==> src/handshake_greeting_parser_assert.svh <==
// assertion macros for the greeting parser
`ifndef HANDSHAKE_GREETING_PARSER_ASSERT_SVH
`define HANDSHAKE_GREETING_PARSER_ASSERT_SVH
`ifndef SYNTHESIS
`define HGP_ASSERT(label, clk, rst_n, prop, msg) \
    label: assert property (@(posedge clk) disable iff (!rst_n) prop) else $error(msg);
`define HGP_ASSERT_NR(label, clk, prop, msg) \
    label: assert property (@(posedge clk) prop) else $error(msg);
`else
`define HGP_ASSERT(label, clk, rst_n, prop, msg)
`define HGP_ASSERT_NR(label, clk, prop, msg)
`endif
`endif

==> src/hgp_pkg.sv <==
// shared types, constants and the default plugin name table
package hgp_pkg;
    localparam int PLUGIN_MAX_DEF = 32;
    localparam int SCR_MAX = 20;
    localparam int DEFAULT_LEN = 21;
    localparam logic [7:0] PROTO_VERSION = 8'd10;
    localparam logic [7:0] SCR_PART2_DEFAULT = 8'd13;
    localparam int CAP_SECURE_BIT = 15;
    localparam int CAP_PLUGIN_BIT = 19;

    localparam logic [1:0] KIND_STATUS = 2'd0;
    localparam logic [1:0] KIND_SCRAMBLE = 2'd1;
    localparam logic [1:0] KIND_PLUGIN = 2'd2;

    typedef enum logic [3:0] {
        PH_HDR, PH_PROTO, PH_VERSION, PH_CONNID, PH_SCR1, PH_FILLER, PH_CAPLO,
        PH_CHARSET, PH_STATUS, PH_CAPHI, PH_AUTHLEN, PH_RESERVED, PH_SCR2,
        PH_PLUGIN, PH_DONE
    } t_phase;

    typedef struct packed {
        logic        err;
        logic [7:0]  seq;
        logic [31:0] caps;
        logic [4:0]  scr_len;
        logic [4:0]  plg_len;
        logic        use_default;
    } t_summary;

    function automatic logic [7:0] default_name(input logic [4:0] idx);
        logic [7:0] c;
        unique case (idx)
            5'd0: c = "m"; 5'd1: c = "y"; 5'd2: c = "s"; 5'd3: c = "q";
            5'd4: c = "l"; 5'd5: c = "_"; 5'd6: c = "n"; 5'd7: c = "a";
            5'd8: c = "t"; 5'd9: c = "i"; 5'd10: c = "v"; 5'd11: c = "e";
            5'd12: c = "_"; 5'd13: c = "p"; 5'd14: c = "a"; 5'd15: c = "s";
            5'd16: c = "s"; 5'd17: c = "w"; 5'd18: c = "o"; 5'd19: c = "r";
            5'd20: c = "d";
            default: c = 8'd0;
        endcase
        return c;
    endfunction
endpackage

==> src/hgp_if.sv <==
// valid/ready channel interfaces for input and result items
interface hgp_in_if;
    logic       valid;
    logic       ready;
    logic [7:0] in_byte;
    logic       last_byte;
    modport source (output valid, output in_byte, output last_byte, input ready);
    modport sink (input valid, input in_byte, input last_byte, output ready);
endinterface

interface hgp_out_if;
    logic        valid;
    logic        ready;
    logic [1:0]  item_kind;
    logic        status;
    logic [7:0]  seq_id;
    logic [31:0] caps_word;
    logic [4:0]  scr_len;
    logic [4:0]  plugin_len;
    logic [7:0]  out_byte;
    logic        last;
    modport source (output valid, output item_kind, output status, output seq_id,
        output caps_word, output scr_len, output plugin_len, output out_byte,
        output last, input ready);
    modport sink (input valid, input item_kind, input status, input seq_id,
        input caps_word, input scr_len, input plugin_len, input out_byte,
        input last, output ready);
endinterface

==> src/hgp_parse.sv <==
// byte parser: walks header and payload fields, writes scramble/plugin memory
module hgp_parse #(
    parameter int PLUGIN_MAX = hgp_pkg::PLUGIN_MAX_DEF,
    localparam int PW = $clog2(PLUGIN_MAX)
) (
    input  logic             i_clk,
    input  logic             i_rst_n,
    input  logic             i_take,
    input  logic [7:0]       i_byte,
    input  logic             i_last,
    output logic             o_done,
    output hgp_pkg::t_summary o_sum,
    output logic             o_scr_we,
    output logic [4:0]       o_scr_wa,
    output logic             o_plg_we,
    output logic [PW-1:0]    o_plg_wa,
    output logic [7:0]       o_wd
);
    localparam int NL = (PLUGIN_MAX - 1 < 31) ? PLUGIN_MAX - 1 : 31;
    localparam logic [5:0] NAME_LIMIT = 6'(NL);

    hgp_pkg::t_phase r_phase, n_phase;
    logic [23:0] r_pos, n_pos, r_len, n_len, r_rem, n_rem;
    logic [7:0]  r_seq, n_seq, r_auth, n_auth;
    logic [31:0] r_caps, n_caps;
    logic [4:0]  r_scnt, n_scnt;
    logic [5:0]  r_pcnt, n_pcnt;
    logic        r_err, n_err;
    logic        dec_done;

    always_comb begin
        n_phase = r_phase; n_pos = r_pos; n_len = r_len; n_rem = r_rem;
        n_seq = r_seq; n_auth = r_auth; n_caps = r_caps; n_scnt = r_scnt;
        n_pcnt = r_pcnt; n_err = r_err;
        o_scr_we = 1'b0; o_plg_we = 1'b0;
        o_scr_wa = r_scnt; o_plg_wa = r_pcnt[PW-1:0]; o_wd = i_byte;
        dec_done = (r_rem <= 24'd1);
        if (r_phase == hgp_pkg::PH_HDR) begin
            if (r_pos < 24'd3) begin
                unique case (r_pos[1:0])
                    2'd0: n_len[7:0] = i_byte;
                    2'd1: n_len[15:8] = i_byte;
                    default: n_len[23:16] = i_byte;
                endcase
                n_pos = r_pos + 24'd1;
            end else begin
                n_seq = i_byte; n_pos = '0; n_phase = hgp_pkg::PH_PROTO;
            end
        end else if (r_pos < r_len) begin
            n_pos = r_pos + 24'd1;
            if (!r_err) begin
                if (r_rem != 24'd0) n_rem = r_rem - 24'd1;
                unique case (r_phase)
                    hgp_pkg::PH_PROTO: begin
                        if (i_byte != hgp_pkg::PROTO_VERSION) n_err = 1'b1;
                        else n_phase = hgp_pkg::PH_VERSION;
                    end
                    hgp_pkg::PH_VERSION: begin
                        if (i_byte == 8'd0) begin
                            n_phase = hgp_pkg::PH_CONNID; n_rem = 24'd4;
                        end
                    end
                    hgp_pkg::PH_CONNID: begin
                        if (dec_done) begin
                            n_phase = hgp_pkg::PH_SCR1; n_rem = 24'd8;
                        end
                    end
                    hgp_pkg::PH_SCR1, hgp_pkg::PH_SCR2: begin
                        if (r_scnt < 5'(hgp_pkg::SCR_MAX)) begin
                            o_scr_we = 1'b1; n_scnt = r_scnt + 5'd1;
                        end
                        if (dec_done) begin
                            if (r_phase == hgp_pkg::PH_SCR1) begin
                                n_phase = hgp_pkg::PH_FILLER; n_rem = 24'd1;
                            end else begin
                                n_phase = r_caps[hgp_pkg::CAP_PLUGIN_BIT] ?
                                    hgp_pkg::PH_PLUGIN : hgp_pkg::PH_DONE;
                            end
                        end
                    end
                    hgp_pkg::PH_FILLER: begin
                        n_phase = hgp_pkg::PH_CAPLO; n_rem = 24'd2;
                    end
                    hgp_pkg::PH_CAPLO: begin
                        if (r_rem == 24'd2) n_caps[7:0] = r_caps[7:0] | i_byte;
                        else n_caps[15:8] = r_caps[15:8] | i_byte;
                        if (dec_done) begin
                            n_phase = hgp_pkg::PH_CHARSET; n_rem = 24'd1;
                        end
                    end
                    hgp_pkg::PH_CHARSET: begin
                        n_phase = hgp_pkg::PH_STATUS; n_rem = 24'd2;
                    end
                    hgp_pkg::PH_STATUS: begin
                        if (dec_done) begin
                            n_phase = hgp_pkg::PH_CAPHI; n_rem = 24'd2;
                        end
                    end
                    hgp_pkg::PH_CAPHI: begin
                        if (r_rem == 24'd2) n_caps[23:16] = r_caps[23:16] | i_byte;
                        else n_caps[31:24] = r_caps[31:24] | i_byte;
                        if (dec_done) begin
                            n_phase = hgp_pkg::PH_AUTHLEN; n_rem = 24'd1;
                        end
                    end
                    hgp_pkg::PH_AUTHLEN: begin
                        n_auth = i_byte; n_phase = hgp_pkg::PH_RESERVED;
                        n_rem = 24'd10;
                    end
                    hgp_pkg::PH_RESERVED: begin
                        if (dec_done) begin
                            if (r_caps[hgp_pkg::CAP_SECURE_BIT]) begin
                                n_phase = hgp_pkg::PH_SCR2;
                                n_rem = (r_auth > 8'd8) ? {16'd0, r_auth - 8'd8}
                                                        : {16'd0, hgp_pkg::SCR_PART2_DEFAULT};
                            end else begin
                                n_phase = r_caps[hgp_pkg::CAP_PLUGIN_BIT] ?
                                    hgp_pkg::PH_PLUGIN : hgp_pkg::PH_DONE;
                            end
                        end
                    end
                    hgp_pkg::PH_PLUGIN: begin
                        n_rem = r_rem;
                        if (i_byte == 8'd0) n_phase = hgp_pkg::PH_DONE;
                        else if (r_pcnt < NAME_LIMIT) begin
                            o_plg_we = 1'b1; n_pcnt = r_pcnt + 6'd1;
                        end else begin
                            n_pcnt = NAME_LIMIT + 6'd1; n_phase = hgp_pkg::PH_DONE;
                        end
                    end
                    default: n_rem = r_rem;
                endcase
            end
        end
        if (!i_take) begin
            o_scr_we = 1'b0; o_plg_we = 1'b0;
        end
    end

    logic ok;
    logic dflt;
    always_comb begin
        ok = !r_err && r_phase != hgp_pkg::PH_HDR && r_pos == r_len &&
             (r_phase == hgp_pkg::PH_CHARSET || r_phase >= hgp_pkg::PH_SCR2);
        dflt = (r_pcnt == 6'd0) || (r_pcnt > NAME_LIMIT);
        o_sum.err = !ok;
        o_sum.seq = r_seq;
        o_sum.caps = ok ? r_caps : 32'd0;
        o_sum.scr_len = ok ? r_scnt : 5'd0;
        o_sum.plg_len = !ok ? 5'd0 : (dflt ? 5'(hgp_pkg::DEFAULT_LEN) : r_pcnt[4:0]);
        o_sum.use_default = dflt;
    end

    logic r_done;
    assign o_done = r_done;

    always_ff @(posedge i_clk) begin
        if (!i_rst_n) begin
            r_phase <= hgp_pkg::PH_HDR; r_pos <= '0; r_len <= '0; r_rem <= '0;
            r_seq <= '0; r_auth <= '0; r_caps <= '0; r_scnt <= '0; r_pcnt <= '0;
            r_err <= 1'b0; r_done <= 1'b0;
        end else begin
            r_done <= 1'b0;
            if (i_take) begin
                r_phase <= n_phase; r_pos <= n_pos; r_len <= n_len; r_rem <= n_rem;
                r_seq <= n_seq; r_auth <= n_auth; r_caps <= n_caps; r_scnt <= n_scnt;
                r_pcnt <= n_pcnt; r_err <= n_err; r_done <= i_last;
            end else if (r_done) begin
                r_phase <= hgp_pkg::PH_HDR; r_pos <= '0; r_len <= '0; r_rem <= '0;
                r_seq <= '0; r_auth <= '0; r_caps <= '0; r_scnt <= '0; r_pcnt <= '0;
                r_err <= 1'b0;
            end
        end
    end
endmodule

==> src/hgp_emit.sv <==
// result sequencer: reads scramble/plugin memories and forms result items
module hgp_emit #(
    parameter int PLUGIN_MAX = hgp_pkg::PLUGIN_MAX_DEF,
    localparam int PW = $clog2(PLUGIN_MAX)
) (
    input  logic              i_clk,
    input  logic              i_rst_n,
    input  logic              i_start,
    input  hgp_pkg::t_summary i_sum,
    input  logic              i_scr_we,
    input  logic [4:0]        i_scr_wa,
    input  logic              i_plg_we,
    input  logic [PW-1:0]     i_plg_wa,
    input  logic [7:0]        i_wd,
    output logic              o_busy,
    hgp_out_if.source         o_res
);
    logic [7:0] scr_mem [hgp_pkg::SCR_MAX];
    logic [7:0] plg_mem [PLUGIN_MAX];
    logic [7:0] r_scr_q, r_plg_q;

    typedef enum logic [1:0] {S_IDLE, S_STATUS, S_SCR, S_PLG} t_state;
    t_state r_state;
    hgp_pkg::t_summary r_sum;
    logic [4:0] r_idx;
    logic [4:0] r_ra;
    logic       fire;

    assign fire = o_res.valid && o_res.ready;

    logic [4:0] ra;
    logic       adv;
    logic       emit_now;
    always_comb begin
        adv = !o_res.valid || o_res.ready;
        ra = r_idx;
        emit_now = adv && ((r_state == S_STATUS) ||
                   ((r_state == S_SCR || r_state == S_PLG) && r_ra == r_idx + 5'd1));
    end

    always_ff @(posedge i_clk) begin
        if (i_scr_we) scr_mem[i_scr_wa] <= i_wd;
        if (i_plg_we) plg_mem[i_plg_wa] <= i_wd;
        r_scr_q <= scr_mem[ra];
        r_plg_q <= plg_mem[PW'(ra)];
    end

    assign o_busy = (r_state != S_IDLE);

    always_ff @(posedge i_clk) begin
        if (!i_rst_n) begin
            r_state <= S_IDLE; o_res.valid <= 1'b0; r_idx <= '0; r_ra <= '0;
        end else begin
            if (emit_now) o_res.valid <= 1'b1;
            else if (fire) o_res.valid <= 1'b0;
            unique case (r_state)
                S_IDLE: begin
                    if (i_start) begin
                        r_sum <= i_sum; r_state <= S_STATUS; r_ra <= '0;
                    end
                end
                S_STATUS: begin
                    if (adv) begin
                        o_res.item_kind <= hgp_pkg::KIND_STATUS;
                        o_res.status <= r_sum.err;
                        o_res.seq_id <= r_sum.seq;
                        o_res.caps_word <= r_sum.caps;
                        o_res.scr_len <= r_sum.scr_len;
                        o_res.plugin_len <= r_sum.plg_len;
                        o_res.out_byte <= 8'd0;
                        o_res.last <= r_sum.err;
                        r_idx <= '0;
                        r_state <= r_sum.err ? S_IDLE :
                                   (r_sum.scr_len != 5'd0 ? S_SCR : S_PLG);
                    end
                end
                S_SCR, S_PLG: begin
                    if (adv && r_ra == r_idx + 5'd1) begin
                        o_res.item_kind <= (r_state == S_SCR) ? hgp_pkg::KIND_SCRAMBLE
                                                              : hgp_pkg::KIND_PLUGIN;
                        o_res.out_byte <= (r_state == S_SCR) ? r_scr_q :
                            (r_sum.use_default ? hgp_pkg::default_name(r_idx) : r_plg_q);
                        if (r_state == S_SCR) begin
                            o_res.last <= 1'b0;
                            if (r_idx + 5'd1 == r_sum.scr_len) begin
                                r_state <= S_PLG; r_idx <= '0; r_ra <= '0;
                            end else begin
                                r_idx <= r_idx + 5'd1;
                            end
                        end else begin
                            o_res.last <= (r_idx + 5'd1 == r_sum.plg_len);
                            if (r_idx + 5'd1 == r_sum.plg_len) r_state <= S_IDLE;
                            else r_idx <= r_idx + 5'd1;
                        end
                    end else if (r_ra == r_idx) begin
                        r_ra <= r_idx + 5'd1;
                    end
                end
                default: r_state <= S_IDLE;
            endcase
        end
    end

    `include "handshake_greeting_parser_assert.svh"
    `HGP_ASSERT(a_err_single, i_clk, i_rst_n, (fire && o_res.status) |-> o_res.last, "lone status")
    `HGP_ASSERT(a_idle_quiet, i_clk, i_rst_n, (r_state == S_IDLE && !o_res.valid) |=> !fire, "no run")
    `HGP_ASSERT(a_kind_ok, i_clk, i_rst_n, fire |-> (o_res.item_kind != 2'd3), "bad item kind")
endmodule

==> src/handshake_greeting_parser.sv <==
// greeting parser: at packet end a run of 1+scramble+plugin items, or a lone error status
// the first result follows the last byte via the done flag and the status state
// throughput: one byte per cycle while no run is pending; input stalls during a run
// the registered memory read paces result items
// reset: synchronous active low, returns parser to header wait and drops any run
module handshake_greeting_parser #(
    parameter int PLUGIN_MAX = hgp_pkg::PLUGIN_MAX_DEF
) (
    input  logic       i_clk,
    input  logic       i_rst_n,
    hgp_in_if.sink     i_in,
    hgp_out_if.source  o_res
);
    localparam int PW = $clog2(PLUGIN_MAX);
    logic              take, done, busy, scr_we, plg_we;
    logic [4:0]        scr_wa;
    logic [PW-1:0]     plg_wa;
    logic [7:0]        wd;
    hgp_pkg::t_summary sum;

    assign i_in.ready = !busy && !done;
    assign take = i_in.valid && i_in.ready;

    hgp_parse #(.PLUGIN_MAX(PLUGIN_MAX)) u_parse (
        .i_clk, .i_rst_n, .i_take(take), .i_byte(i_in.in_byte), .i_last(i_in.last_byte),
        .o_done(done), .o_sum(sum), .o_scr_we(scr_we), .o_scr_wa(scr_wa),
        .o_plg_we(plg_we), .o_plg_wa(plg_wa), .o_wd(wd)
    );

    hgp_emit #(.PLUGIN_MAX(PLUGIN_MAX)) u_emit (
        .i_clk, .i_rst_n, .i_start(done), .i_sum(sum), .i_scr_we(scr_we),
        .i_scr_wa(scr_wa), .i_plg_we(plg_we), .i_plg_wa(plg_wa), .i_wd(wd),
        .o_busy(busy), .o_res(o_res)
    );
endmodule

==> src/flat_wrapper.sv <==
// flat-port wrapper written by rule: the top's interface ports become plain ports
module handshake_greeting_parser_flat 
#(
    parameter int PLUGIN_MAX = hgp_pkg::PLUGIN_MAX_DEF
)
  (i_clk, i_rst_n, i_in_valid, i_in_in_byte, i_in_last_byte, i_in_ready, o_res_valid, o_res_item_kind, o_res_status, o_res_seq_id, o_res_caps_word, o_res_scr_len, o_res_plugin_len, o_res_out_byte, o_res_last, o_res_ready);
  hgp_in_if i_in_i ();
  hgp_out_if o_res_i ();
  input  logic i_clk;
  input  logic i_rst_n;
  input wire logic [$bits(i_in_i.valid)-1:0] i_in_valid;
  input wire logic [$bits(i_in_i.in_byte)-1:0] i_in_in_byte;
  input wire logic [$bits(i_in_i.last_byte)-1:0] i_in_last_byte;
  output wire logic [$bits(i_in_i.ready)-1:0] i_in_ready;
  output wire logic [$bits(o_res_i.valid)-1:0] o_res_valid;
  output wire logic [$bits(o_res_i.item_kind)-1:0] o_res_item_kind;
  output wire logic [$bits(o_res_i.status)-1:0] o_res_status;
  output wire logic [$bits(o_res_i.seq_id)-1:0] o_res_seq_id;
  output wire logic [$bits(o_res_i.caps_word)-1:0] o_res_caps_word;
  output wire logic [$bits(o_res_i.scr_len)-1:0] o_res_scr_len;
  output wire logic [$bits(o_res_i.plugin_len)-1:0] o_res_plugin_len;
  output wire logic [$bits(o_res_i.out_byte)-1:0] o_res_out_byte;
  output wire logic [$bits(o_res_i.last)-1:0] o_res_last;
  input wire logic [$bits(o_res_i.ready)-1:0] o_res_ready;
  assign i_in_i.valid = i_in_valid;
  assign i_in_i.in_byte = i_in_in_byte;
  assign i_in_i.last_byte = i_in_last_byte;
  assign i_in_ready = i_in_i.ready;
  assign o_res_valid = o_res_i.valid;
  assign o_res_item_kind = o_res_i.item_kind;
  assign o_res_status = o_res_i.status;
  assign o_res_seq_id = o_res_i.seq_id;
  assign o_res_caps_word = o_res_i.caps_word;
  assign o_res_scr_len = o_res_i.scr_len;
  assign o_res_plugin_len = o_res_i.plugin_len;
  assign o_res_out_byte = o_res_i.out_byte;
  assign o_res_last = o_res_i.last;
  assign o_res_i.ready = o_res_ready;
  handshake_greeting_parser #(.PLUGIN_MAX(PLUGIN_MAX)) u_core (.i_clk(i_clk), .i_rst_n(i_rst_n), .i_in(i_in_i), .o_res(o_res_i));
endmodule
==> config.mk <==
export PLATFORM = sky130hd
export DESIGN_NAME = handshake_greeting_parser_flat
export DESIGN_NICKNAME = d
export VERILOG_FILES = /design/src/hgp_pkg.sv /design/src/hgp_if.sv /design/src/hgp_parse.sv /design/src/hgp_emit.sv /design/src/handshake_greeting_parser.sv /design/src/flat_wrapper.sv
export VERILOG_INCLUDE_DIRS = /design/src /design/src/src
export SDC_FILE = /design/constraint.sdc
export NUM_CORES = 1
export LEC_CHECK = 0
export ABC_AREA = 1
export BUFFER_PORTS_ARGS = -buffer_cell sky130_fd_sc_hd__buf_2
export CORE_ASPECT_RATIO = 1.2
export CORE_MARGIN = 1.5
export CORE_UTILIZATION = 55
export DETAILED_ROUTE_END_ITERATION = 6
export GPL_TIMING_DRIVEN = 1
export MAX_ROUTING_LAYER = met4
export PLACE_DENSITY = 0.72
export SLEW_MARGIN = 20
export SYNTH_ARGS = -nofsm -noshare
export SYNTH_HDL_FRONTEND = slang
export SYNTH_HIERARCHICAL = 1
export SYNTH_SLANG_ARGS = --single-unit
export TNS_END_PERCENT = 1
==> constraint.sdc <==
create_clock -name i_clk -period 10 [get_ports i_clk]
set_input_delay 2 -clock i_clk [delete_from_list [all_inputs] [get_ports i_clk]]
set_output_delay 2 -clock i_clk [all_outputs]
set_load 0.005 [all_outputs]
==> reports/qor.csv <==
stage;metric;value;unit
run_status;status;complete, no violations;
hold_path;Min-Delay Path Depth;0;
floorplan;die area;56700;µm²
worst_setup_path;number of cells on the critical path;12;
pwr;Leakage;12.0;nW
pwr;peak supply drop;0.201;mV
clock_tree;post-CTS sizing;0;
timing;maximum clock frequency;195;MHz
global_routing;initial antenna violation count;0;
worst_setup_path;CP Capture Type;flip-flop;
logic_synthesis;main flop type after synthesis;edfxtp_1;
worst_setup_path;crit-path max FO;38;
routing;routed len/inst;21.3;µm
timing;clock skew;0.0333;ns
floorplan;core area;54700;µm²
clock_tree;Worst-Skew Late Latency;0.63;ns
worst_setup_path;R2R setup slack;5.46;ns
timing;final hold vios;0;
logic_synthesis;EDFF count, synth;530;
pwr;sequential power share;42.6;%
clock_tree;clock sinks;703;
logic_synthesis;Async S/R FF share, synth;0;%
floorplan;Die W;218;µm
timing;relative slew slack;25.0;%
worst_setup_path;Worst EP arrival;5.35;ns
clock_tree;Worst-path clk slew;0.06;ns
timing;unrepaired setup endpoints after global routing;no;
worst_setup_path;worst path required time;10.24;ns
timing;Max Slew Vio Count;0;
logic_synthesis;Syn Area/Cell;10.3;µm²
placed_design;dpl ws;4.29;ns
logic_synthesis;Yosys reg bits;703;
clock_tree;Post-CTS Hold Fix Bufs;0;
worst_setup_path;Max stage delay on crit path;0.78;ns
worst_setup_path;WP buf/inv;6;
clock_tree;H-tree Lvls;3;
worst_setup_path;CP top delay family;simple AND/OR/NAND/NOR gates;
routing;drt via density;5.94;
timing;minimum clock period;5.12;ns
clock_tree;CTS tree;done;
layout;fraction of layout cells with a size suffix above 1;9.69;%
placed_design;hpwl dp;50.9;mm
timing;Setup violations, final;0;
pwr;Psw;2.77;mW
global_routing;grt total ovfl;0;
worst_setup_path;R2R depth;14;
routing;DRT Pass-1 Iters;6;
floorplan;floorplan die height;260;µm
timing;post-route setup TNS;0;ns
logic_synthesis;post-synthesis sequential area ratio;63.8;%
hold_path;WHS Endpoint;u_core/u_emit/o_res.caps_word[30];
worst_setup_path;reg2reg end;u_core/u_emit/plg_mem[24][5];
placed_design;routability cong.;0.988;
worst_setup_path;CP most frequent cell;inv_1;
placed_design;Port Buf Inserts;76;
timing;final worst-path setup slack;4.88;ns
worst_setup_path;Setup crit start kind;input pin;
job;number of max-cap violations;0;
global_routing;gr usage total;29.1;%
hold_path;Hold Path Class;reg -> reg;
clock_tree;setup bufs post-CTS;0;
floorplan;# rows;94;
clock_tree;worst-case clock buffer depth;3;
floorplan;# IOs;77;
hold_path;beginning of the worst hold path;u_core/u_emit/r_sum[41];
pwr;Switching Fraction;34.2;%
timing;Period Utilization, post-route;51.2;%
pwr;internal power;5.34;mW
clock_tree;Root Buffer;clkbuf_16;
layout;P&R area growth vs syn;9.88;%
global_routing;largest net degree at the start of global routing;90;
routing;Initial DRC Count;2276;
routing;DRT antenna net count;0;
routing;drt drc;0;
logic_synthesis;Mapped Nets;3009;
global_routing;vias in the first global route;21500;
pwr;P per Cell Area;243;nW/µm²
pwr;logic gate share of total power;26.8;%
layout;# fillers;4398;
clock_tree;Num CTS Buffers;67;
floorplan;Starting Density;55.6;%
global_routing;global-route wire length before repair;122;mm
logic_synthesis;Syn Std Cell Area;30400;µm²
logic_synthesis;synth unique cells;57;
logic_synthesis;total of warnings raised by yosys;6;
worst_setup_path;Setup Crit Path Kind;in -> reg;
pwr;clock power share;30.6;%
worst_setup_path;crit path cell chain;buf_2, inv_1, nor2_2, buf_4, inv_2, nor2_4, inv_1, nor3_1, inv_1, nor2_1, nand3_1, nor2_1;
layout;Nets;3036;
routing;vias;22300;
worst_setup_path;CP max stage cell;nor2_1;
routing;DRT Wirelength;79.8;mm
logic_synthesis;Post-Syn Instances;2953;
timing;worst-margin pin slew;1.12;ns
==> registers in the layout, indices dropped and copies added, names as in the netlist, 6 cells and up, named ones only <==
register / flops
u_core/u_emit/o_res.seq_id: 8
u_core/u_emit/o_res.caps_word: 32
u_core/u_parse/r_pcnt: 6
u_core/u_parse/r_seq: 8
u_core/u_parse/r_auth: 8
u_core/u_parse/r_pos: 24
u_core/u_emit/plg_mem: 256
u_core/u_parse/r_len: 24
u_core/u_emit/o_res.out_byte: 8
u_core/u_parse/r_rem: 24
u_core/u_emit/r_sum: 52
u_core/u_emit/scr_mem: 160
u_core/u_parse/r_caps: 32
u_core/u_emit/r_scr_q: 8
u_core/u_emit/r_plg_q: 8
==> worst reg2reg max path: cells and delay by family (launching register included) <==
kind                   cells  cell delay, ns
DFF                        1            0.43
buffers and inverters      6            1.07
and+or+nand+nor            8            2.66
==> per-layer routing <==
layer / global-route usage, % / vias up / routed length, µm
met5: - / - / 0
met1: 35.2 / 10800 / 31100
met4: 12.8 / 0 / 3170
met2: 49.0 / 992 / 40100
met3: 3.79 / 191 / 5410
li1: - / 10300 / -
==> cells in the mapped netlist, types with 14 or more instances <==
cell      number  share of area, %
a21oi_1      152               2.5
a31oi_1       18              0.37
buf_2         14              0.23
buf_4         19              0.47
clkbuf_1     101               1.2
dfxtp_1      173                11
edfxtp_1     530                52
ha_1          43               1.8
inv_1        228               2.8
inv_2         18              0.22
nand2_1      426               5.3
nand2_2       17              0.35
nand3_1      138               2.3
nand4_1       45              0.93
nor2_1       470               5.8
nor3_1        35              0.58
o21ai_0      271               4.5
o221ai_1      60               1.7
o22ai_1       43              0.89
xor2_1        24              0.69
==> worst max-delay path by stage <==
stage | from | to | slack [ns]
global placement | i_in_valid | u_core/u_emit/plg_mem[3][5] | 4.39
detailed placement | i_in_valid | u_core/u_emit/plg_mem[31][2] | 4.29
finish | i_in_valid | u_core/u_emit/plg_mem[24][5] | 4.88
floorplan | i_rst_n | u_core/u_emit/r_sum[0] | 3.67
CTS | i_in_valid | u_core/u_emit/plg_mem[24][5] | 4.97
global route | i_in_valid | u_core/u_emit/plg_mem[24][5] | 4.63
==> placed cells by master, fill, tap and decap left out, drive strengths merged <==
cell type / n
a211oi: 5
a21boi: 1
a21o: 2
a21oi: 153
a31oi: 18
a32o: 6
a32oi: 7
and2: 2
and3: 1
buf: 100
bufinv: 4
clkbuf: 84
clkinv: 28
clkinvlp: 6
dfxtp: 173
diode: 1
edfxtp: 530
ha: 43
inv: 254
mux2i: 6
nand2: 447
nand3: 150
nand3b: 4
nand4: 47
nor2: 490
nor3: 38
nor3b: 3
nor4: 12
o2111ai: 1
o211ai: 2
o21a: 2
o21ai: 279
o21bai: 2
o221ai: 60
o22ai: 43
o31ai: 1
or2: 2
xnor2: 5
xor2: 24
==> logic make-up after synthesis <==
group | after synthesis | share of synthesized area, %
and+or+nand+nor | 1196 | 17.2
DFF | 703 | 63.8
AOI/OAI and AO/OA | 582 | 10.9
buffers and inverters | 394 | 5.29
adders and majority gates | 43 | 1.77
xor gates and xnor gates | 29 | 0.836
muxes | 6 | 0.198
==> metrics by stage <==
stage / util, % / cells / instance area, µm² / power (mW) / hold WS [ns]
global route: 61.1 / 3755 / 33400 / 8.50 / 0.427
CTS: 61.1 / 3755 / 33400 / 8.11 / 0.421
global placement: 57.1 / 3631 / 31200 / 5.61 / 0.401
finish: 61.1 / 3756 / 33400 / 8.11 / 0.421
detailed placement: 57.1 / 3631 / 31200 / 5.64 / 0.405
floorplan: - / 2953 / 30400 / 5.02 / 0.400
==> power by group through the flow <==
stage	Combinational, mW	Sequential [mW]	Clock [mW]
after floorplan	1.60	3.43	0
after global placement	2.10	3.51	0
after detailed placement	2.12	3.52	0
after CTS	2.13	3.45	2.52
after global routing	2.40	3.47	2.63
final	2.17	3.46	2.49
==> area by class of cell <==
cell class	count	area [µm²]	area share, %
flip-flops and latches	703	19400	58.1
multi-input cells	1856	9430	28.2
clock buffers	84	1810	5.43
inverters	252	953	2.86
well taps	720	901	2.70
repair buffers	100	563	1.69
clock inverters	40	342	1.02
diodes	1	2.50	0.00749
Note: power is estimated with default switching activity, not from simulation.
